## config.mk

```make
export PLATFORM = sky130hd
export DESIGN_NAME = ppp_parser
export DESIGN_NICKNAME = d
export VERILOG_FILES = /design/src/hw/rtl/ppp_pkg.sv /design/src/hw/rtl/ppp_parser.sv
export SDC_FILE = /design/constraint.sdc
export NUM_CORES = 1
export LEC_CHECK = 0
export BUFFER_PORTS_ARGS = -buffer_cell sky130_fd_sc_hd__buf_2
export CELL_PAD_IN_SITES_DETAIL_PLACEMENT = 0
export CELL_PAD_IN_SITES_GLOBAL_PLACEMENT = 1
export CORE_ASPECT_RATIO = 1.2
export CORE_UTILIZATION = 40
export CTS_CLUSTER_SIZE = 40
export DETAILED_ROUTE_END_ITERATION = 6
export GPL_TIMING_DRIVEN = 0
export PLACE_DENSITY_LB_ADDON = 0.1
export SETUP_SLACK_MARGIN = 0.02
export SLEW_MARGIN = 25
export SYNTH_ARGS = -nofsm -noshare
export SYNTH_HDL_FRONTEND = slang
export SYNTH_SLANG_ARGS = --single-unit
```

## constraint.sdc

```tcl
create_clock -name clk -period 4.6 [get_ports clk]
set_input_delay 0.23 -clock clk [delete_from_list [all_inputs] [get_ports clk]]
set_output_delay 0.23 -clock clk [all_outputs]
set_load 0.02 [all_outputs]
```

## src/hw/rtl/ppp_pkg.sv

```systemverilog
// Shared types and constants for the palette pixel packet parser.
// No dependencies; used by ppp_parser and palette_pixel_packet_parser.
package ppp_pkg;

    // default store depths
    localparam int PALETTE_DEPTH_DEF = 255;
    localparam int PIXEL_DEPTH_DEF   = 255;

    // configuration register indexes
    localparam logic CFG_UPDATE_EN = 1'b0;
    localparam logic CFG_STATUS_EN = 1'b1;

    // packet opcodes
    localparam logic [7:0] OP_STATUS = 8'd0;
    localparam logic [7:0] OP_UPDATE = 8'd1;

    // result kinds
    localparam logic [1:0] KIND_STATUS = 2'd0;
    localparam logic [1:0] KIND_UPDATE = 2'd1;
    localparam logic [1:0] KIND_PIXEL  = 2'd2;

    // where the parser stands inside the current packet
    typedef enum logic [2:0] {
        PH_OPCODE,
        PH_STAT_FIRST,
        PH_STAT_EXTRA,
        PH_PLEN,
        PH_DLEN,
        PH_PALETTE,
        PH_INDEX,
        PH_IGNORE
    } phase_t;

    // per-beat actions from the parser to the store pipeline
    typedef struct packed {
        logic        res_valid;
        logic [1:0]  res_kind;
        logic        status_on;
        logic [7:0]  pixel_count;
        logic        pal_wr;
        logic [7:0]  pal_wr_addr;
        logic [23:0] pal_wr_data;
        logic        pal_rd;
        logic [7:0]  pal_rd_addr;
        logic        pal_zero;
        logic        pix_wr;
        logic [7:0]  pix_wr_addr;
    } parse_act_t;

endpackage

```

## src/hw/rtl/ppp_parser.sv

```systemverilog
// Packet byte parser: tracks the position in the current packet and
// issues palette/pixel store actions and results. Depends on ppp_pkg.
module ppp_parser #(
    parameter int PALETTE_DEPTH = ppp_pkg::PALETTE_DEPTH_DEF,
    parameter int PIXEL_DEPTH   = ppp_pkg::PIXEL_DEPTH_DEF
) (
    input  logic                clk,
    input  logic                rst_n,
    input  logic                byte_valid,
    input  logic [7:0]          data_byte,
    input  logic                last_byte,
    input  logic                update_enable,
    input  logic                status_enable,
    output ppp_pkg::parse_act_t act
);

    localparam logic [8:0] PAL_LIMIT = 9'(PALETTE_DEPTH);
    localparam logic [8:0] PIX_LIMIT = 9'(PIXEL_DEPTH);

    ppp_pkg::phase_t phase_reg, phase_next;
    logic [7:0]  plen_reg, plen_next;
    logic [7:0]  dlen_reg, dlen_next;
    logic [15:0] partial_reg, partial_next;
    logic [1:0]  comp_reg, comp_next;
    logic [7:0]  entry_reg, entry_next;
    logic [7:0]  didx_reg, didx_next;
    logic        err_reg, err_next;

    // shared terms
    logic       pal_last;
    logic [7:0] didx_inc;
    logic       idx_live;
    logic       idx_bad;

    assign pal_last = (comp_reg == 2'd2) && (entry_reg == plen_reg - 8'd1);
    assign didx_inc = (didx_reg == 8'hFF) ? didx_reg : didx_reg + 8'd1;
    assign idx_live = (didx_reg < dlen_reg) && !err_reg;
    assign idx_bad  = idx_live && (data_byte >= plen_reg);

    // state registers
    always_ff @(posedge clk or negedge rst_n)
    begin
        if (!rst_n)
        begin
            phase_reg   <= ppp_pkg::PH_OPCODE;
            plen_reg    <= 8'd0;
            dlen_reg    <= 8'd0;
            partial_reg <= 16'd0;
            comp_reg    <= 2'd0;
            entry_reg   <= 8'd0;
            didx_reg    <= 8'd0;
            err_reg     <= 1'b0;
        end
        else
        begin
            phase_reg   <= phase_next;
            plen_reg    <= plen_next;
            dlen_reg    <= dlen_next;
            partial_reg <= partial_next;
            comp_reg    <= comp_next;
            entry_reg   <= entry_next;
            didx_reg    <= didx_next;
            err_reg     <= err_next;
        end
    end

    // next state
    always_comb
    begin
        phase_next   = phase_reg;
        plen_next    = plen_reg;
        dlen_next    = dlen_reg;
        partial_next = partial_reg;
        comp_next    = comp_reg;
        entry_next   = entry_reg;
        didx_next    = didx_reg;
        err_next     = err_reg;
        if (byte_valid)
        begin
            unique case (phase_reg)
                ppp_pkg::PH_OPCODE:
                begin
                    err_next = 1'b0;
                    priority if (data_byte == ppp_pkg::OP_STATUS)
                        phase_next = ppp_pkg::PH_STAT_FIRST;
                    else if (data_byte == ppp_pkg::OP_UPDATE)
                        phase_next = ppp_pkg::PH_PLEN;
                    else
                        phase_next = ppp_pkg::PH_IGNORE;
                end
                ppp_pkg::PH_STAT_FIRST:
                    phase_next = ppp_pkg::PH_STAT_EXTRA;
                ppp_pkg::PH_STAT_EXTRA,
                ppp_pkg::PH_IGNORE:
                    phase_next = phase_reg;
                ppp_pkg::PH_PLEN:
                begin
                    plen_next  = data_byte;
                    phase_next = ppp_pkg::PH_DLEN;
                end
                ppp_pkg::PH_DLEN:
                begin
                    dlen_next  = data_byte;
                    comp_next  = 2'd0;
                    entry_next = 8'd0;
                    didx_next  = 8'd0;
                    phase_next = (plen_reg == 8'd0) ? ppp_pkg::PH_INDEX : ppp_pkg::PH_PALETTE;
                end
                ppp_pkg::PH_PALETTE:
                begin
                    unique case (comp_reg)
                        2'd0:
                        begin
                            partial_next[15:8] = data_byte;
                            comp_next          = 2'd1;
                        end
                        2'd1:
                        begin
                            partial_next[7:0] = data_byte;
                            comp_next         = 2'd2;
                        end
                        default:
                        begin
                            comp_next = 2'd0;
                            if (pal_last)
                                phase_next = ppp_pkg::PH_INDEX;
                            else
                                entry_next = entry_reg + 8'd1;
                        end
                    endcase
                end
                ppp_pkg::PH_INDEX:
                begin
                    if (idx_bad)
                        err_next = 1'b1;
                    didx_next = didx_inc;
                end
            endcase
            if (last_byte)
                phase_next = ppp_pkg::PH_OPCODE;
        end
    end

    // actions and results
    always_comb
    begin
        act = '0;
        if (byte_valid)
        begin
            unique case (phase_reg)
                ppp_pkg::PH_STAT_FIRST:
                begin
                    if (last_byte && status_enable)
                    begin
                        act.res_valid = 1'b1;
                        act.res_kind  = ppp_pkg::KIND_STATUS;
                        act.status_on = (data_byte != 8'd0);
                    end
                end
                ppp_pkg::PH_DLEN:
                begin
                    // empty palette and no indices: complete at the length byte
                    if (last_byte && update_enable && plen_reg == 8'd0 && data_byte == 8'd0)
                    begin
                        act.res_valid   = 1'b1;
                        act.res_kind    = ppp_pkg::KIND_UPDATE;
                        act.pixel_count = data_byte;
                    end
                end
                ppp_pkg::PH_PALETTE:
                begin
                    if (comp_reg == 2'd2 && {1'b0, entry_reg} < PAL_LIMIT)
                    begin
                        act.pal_wr      = 1'b1;
                        act.pal_wr_addr = entry_reg;
                        act.pal_wr_data = {partial_reg, data_byte};
                    end
                    if (last_byte && update_enable && pal_last && dlen_reg == 8'd0)
                    begin
                        act.res_valid   = 1'b1;
                        act.res_kind    = ppp_pkg::KIND_UPDATE;
                        act.pixel_count = dlen_reg;
                    end
                end
                ppp_pkg::PH_INDEX:
                begin
                    if (idx_live && !idx_bad && {1'b0, didx_reg} < PIX_LIMIT)
                    begin
                        act.pix_wr      = 1'b1;
                        act.pix_wr_addr = didx_reg;
                        act.pal_zero    = ({1'b0, data_byte} >= PAL_LIMIT);
                        act.pal_rd      = !act.pal_zero;
                        act.pal_rd_addr = data_byte;
                    end
                    if (last_byte && update_enable && !err_reg && !idx_bad &&
                        didx_inc >= dlen_reg)
                    begin
                        act.res_valid   = 1'b1;
                        act.res_kind    = ppp_pkg::KIND_UPDATE;
                        act.pixel_count = dlen_reg;
                    end
                end
                default:
                    act = '0;
            endcase
        end
    end

endmodule

```

==> results.md <==
- Routed wire per std cell: 16.3 um
- Placed wire-length estimate: 7690 um
- Crit. End Element: primary output
- Skew final: approximately 6.4 ps
- Clock-pin slew on the worst setup and hold paths: 100 ps
- Hold crit path type: in -> reg
- CTS sink cnt: 54
- Io pins: 78
- Synthesized instance count: 416
- Initial antenna violation count: 0
- Die X-Extent: around 91 um
- Initial DRT Pass Iterations: 4
- Number of synthesized flops with an enable pin: 0
- Clk root buf: clkbuf_8
- PD cells: about 420 mW/mm^2
- Synthesis-stage register bit count: 54
- DIE AREA: 0.00983 sq mm
- Crit-path max FO: 10
- Register area share after synthesis: 35.8%
- # nets final: 539
- Cell variety after synth: 55
- Final Max Slew Viols: 0
- Crit path time final: between 4000 and 5000 ps
- Period utilization: between 80% and 90%
- Die height: 108 um
- Async set-reset flop share out of synthesis: 100%
- Core box area: between 0.009 and 0.01 sq mm
- Slew margin rel.: between 40% and 50%
- Setup TNS: 0 ps
- Final ANT Viol Nets: 0
- Row cnt: 38
- Leakage: 0.00224 uW
- Peak Freq: 246 MHz
- FILL cells: roughly 930
- CTS max path bufs: 2
- Syn Std Cell Area: 0.00377 sq mm
- Max reg flops: 16
- Synth Flop Type: dfrtp_1
- Syn Nets: 456
- Number of CTS-inserted buffers: 5
- Number of max-cap violations: 0
- Final Setup Violations: 0
- Antenna fix cells: 0
- Initial DRC Count: ~150
- Measured slew at the worst slew-check pin: 806 ps
- Residual DRC: 0
- Crit Path Class: reg -> out
- Min Hold Slack: around 270 ps
- Vias in the first global route: 3,154
- Initial core utilization: about 42%
- CTS H-Tree Depth: 2
- Clk Latency, worst-skew pair: between 300 and 400 ps
- RSZ-0062 raised after global routing: no
- YS warnings: 0
- Global Route Usage Sum: 21.8%
- Data arrival, critical path: between 3000 and 4000 ps
- Vias per cell: roughly 5.4
- Final worst setup slack: around 540 ps
- Fin. Hold Viols: 0
- Final RePlAce weighted congestion: 0.820
- Layout cells sized above 1: between 20 and 25%
- Post-Place Setup Slack: between 800 and 900 ps
- Total grt overflow: 0
- PortBufs: 75
- Status: completed
- TritonCTS clock tree: yes
- Util after Layout: 48.6%
- Vias: 3,317
- Critical path required time: 4370 ps
- Peak supply drop: about 0.16 mV
- P&R area growth vs syn: 16.9%
- Total power: 1870 uW
- Syn avg cell area: slightly above 9 sq um
- Post-Route WL: 10,100 um
- Worst setup SP type: register
- Global-route wire length before repair: 16,500 um
- Pin count of the biggest net entering global routing: 55
[logic make-up after synthesis]
logic type,Yosys count,share of synthesized area [%]
mux,25,7.52
xor+xnor,13,3.02
buf+inv,36,4.11
fa+ha+maj,26,8.62
compound gates,78,14.1
other cells,1,0.0993
simple gates,183,26.7
flops,54,35.8
[Yosys cell counts, types with 6 or more instances]
cell | number | area share, %
nand2_1 | 32 | 3.2
and2_1 | 51 | 8.5
xnor2_1 | 7 | 1.6
o21ai_0 | 25 | 3.3
dfrtp_1 | 54 | 36
clkbuf_1 | 11 | 1.1
a21o_1 | 8 | 1.6
inv_1 | 20 | 2.0
nand3_1 | 9 | 1.2
nor3_1 | 11 | 1.5
nand2b_1 | 7 | 1.2
nand4_1 | 10 | 1.7
a21oi_1 | 17 | 2.3
mux2_2 | 23 | 6.9
ha_1 | 26 | 8.6
xor2_1 | 6 | 1.4
nor2_1 | 28 | 2.8
[power breakdown]
| part | internal [uW] | switching, uW | leakage [uW] | total [uW] |
|---|---|---|---|---|
| Sequential | 624 | 151 | 0.000704 | 774 |
| Clock | 122 | 165 | 0.0000472 | 287 |
| Combinational | 363 | 442 | 0.00149 | 805 |
| Total | 1110 | 757 | 0.00224 | 1870 |
[worst max-delay path: stages, from the launching register on]
cell and delay, ps:
dfrtp_1 490, ha_1 270, nand2_1 150, nor2_1 190
nand3_1 230, xnor2_1 230, ha_1 250, nand2b_1 140
a21o_1 180, a21o_1 170, a21oi_1 230, o21ai_0 140
a21oi_2 500, nand3_1 140, buf_2 200
[what timing repair did]
| action | in CTS | in global routing |
|---|---|---|
| hold buffers | 1 | 0 |
| endpoints found under the hold margin | 54 | 0 |
| setup buffers | 0 | 0 |
| gates resized for setup | 0 | 0 |
[cells in the final DEF, fill, tap and decap left out, drive strengths merged, types with 2 or more instances in the layout]
cell type,netlist,layout
a2111oi,2,2
nand3b,2,2
nand4,10,10
o21ai,25,25
mux2,24,24
o31ai,5,5
a211o,2,2
xnor2,7,7
nand3,9,9
and2,51,51
a22o,5,5
nor3,12,12
buf,5,80
dfrtp,54,54
clkbuf,11,17
a21oi,19,19
nand2,32,32
nor2b,5,5
a21o,8,8
or3,4,4
nor3b,2,2
and3,3,3
or2,3,3
a211oi,2,2
o21a,3,3
or4,6,6
xor2,6,6
a31oi,2,2
nor4,3,3
nand2b,7,7
nand4b,2,2
nor2,29,29
ha,26,26
inv,20,20
[routing by layer]
layer	GRT usage [%]	wire, um	up-vias
met4	8.41	249	0
met5	0	0	-
li1	-	-	1635
met2	40.3	5310	69
met1	25.4	4280	1597
met3	3.02	266	16
[per-stage QoR]
step / std cells / area (sq um)
finish: 620 / 4410
global route: 620 / 4410
CTS: 620 / 4410
detailed placement: 611 / 4310
global placement: 611 / 4300
floorplan: 416 / 3770
[worst paths after layout]
path	startpoint	to	slack, ps	cells past startpoint
max in group asynchronous	rst_n	phase_reg[0]	3610	2
hold reg to reg	partial_reg[2]	partial_reg[2]	510	1
hold / removal	last_byte	phase_reg[2]	270	4
min in group asynchronous	rst_n	partial_reg[10]	490	2
setup / recovery	didx_reg[0]	act[63]	540	14
setup reg to reg	plen_reg[0]	entry_reg[0]	1850	10
[final cells by class]
type,count,area (sq um),share of cell area [%]
Timing Repair Buffer,76,388,8.79
Tap cell,120,150,3.40
Clock buffer,6,82.6,1.87
Clock inverter,2,12.5,0.283
Sequential cell,54,1350,30.6
Inverter,20,75.1,1.70
Buffer,16,80.1,1.81
Multi-Input combinational cell,326,2270,51.5
(Power assumes the default switching activity.)
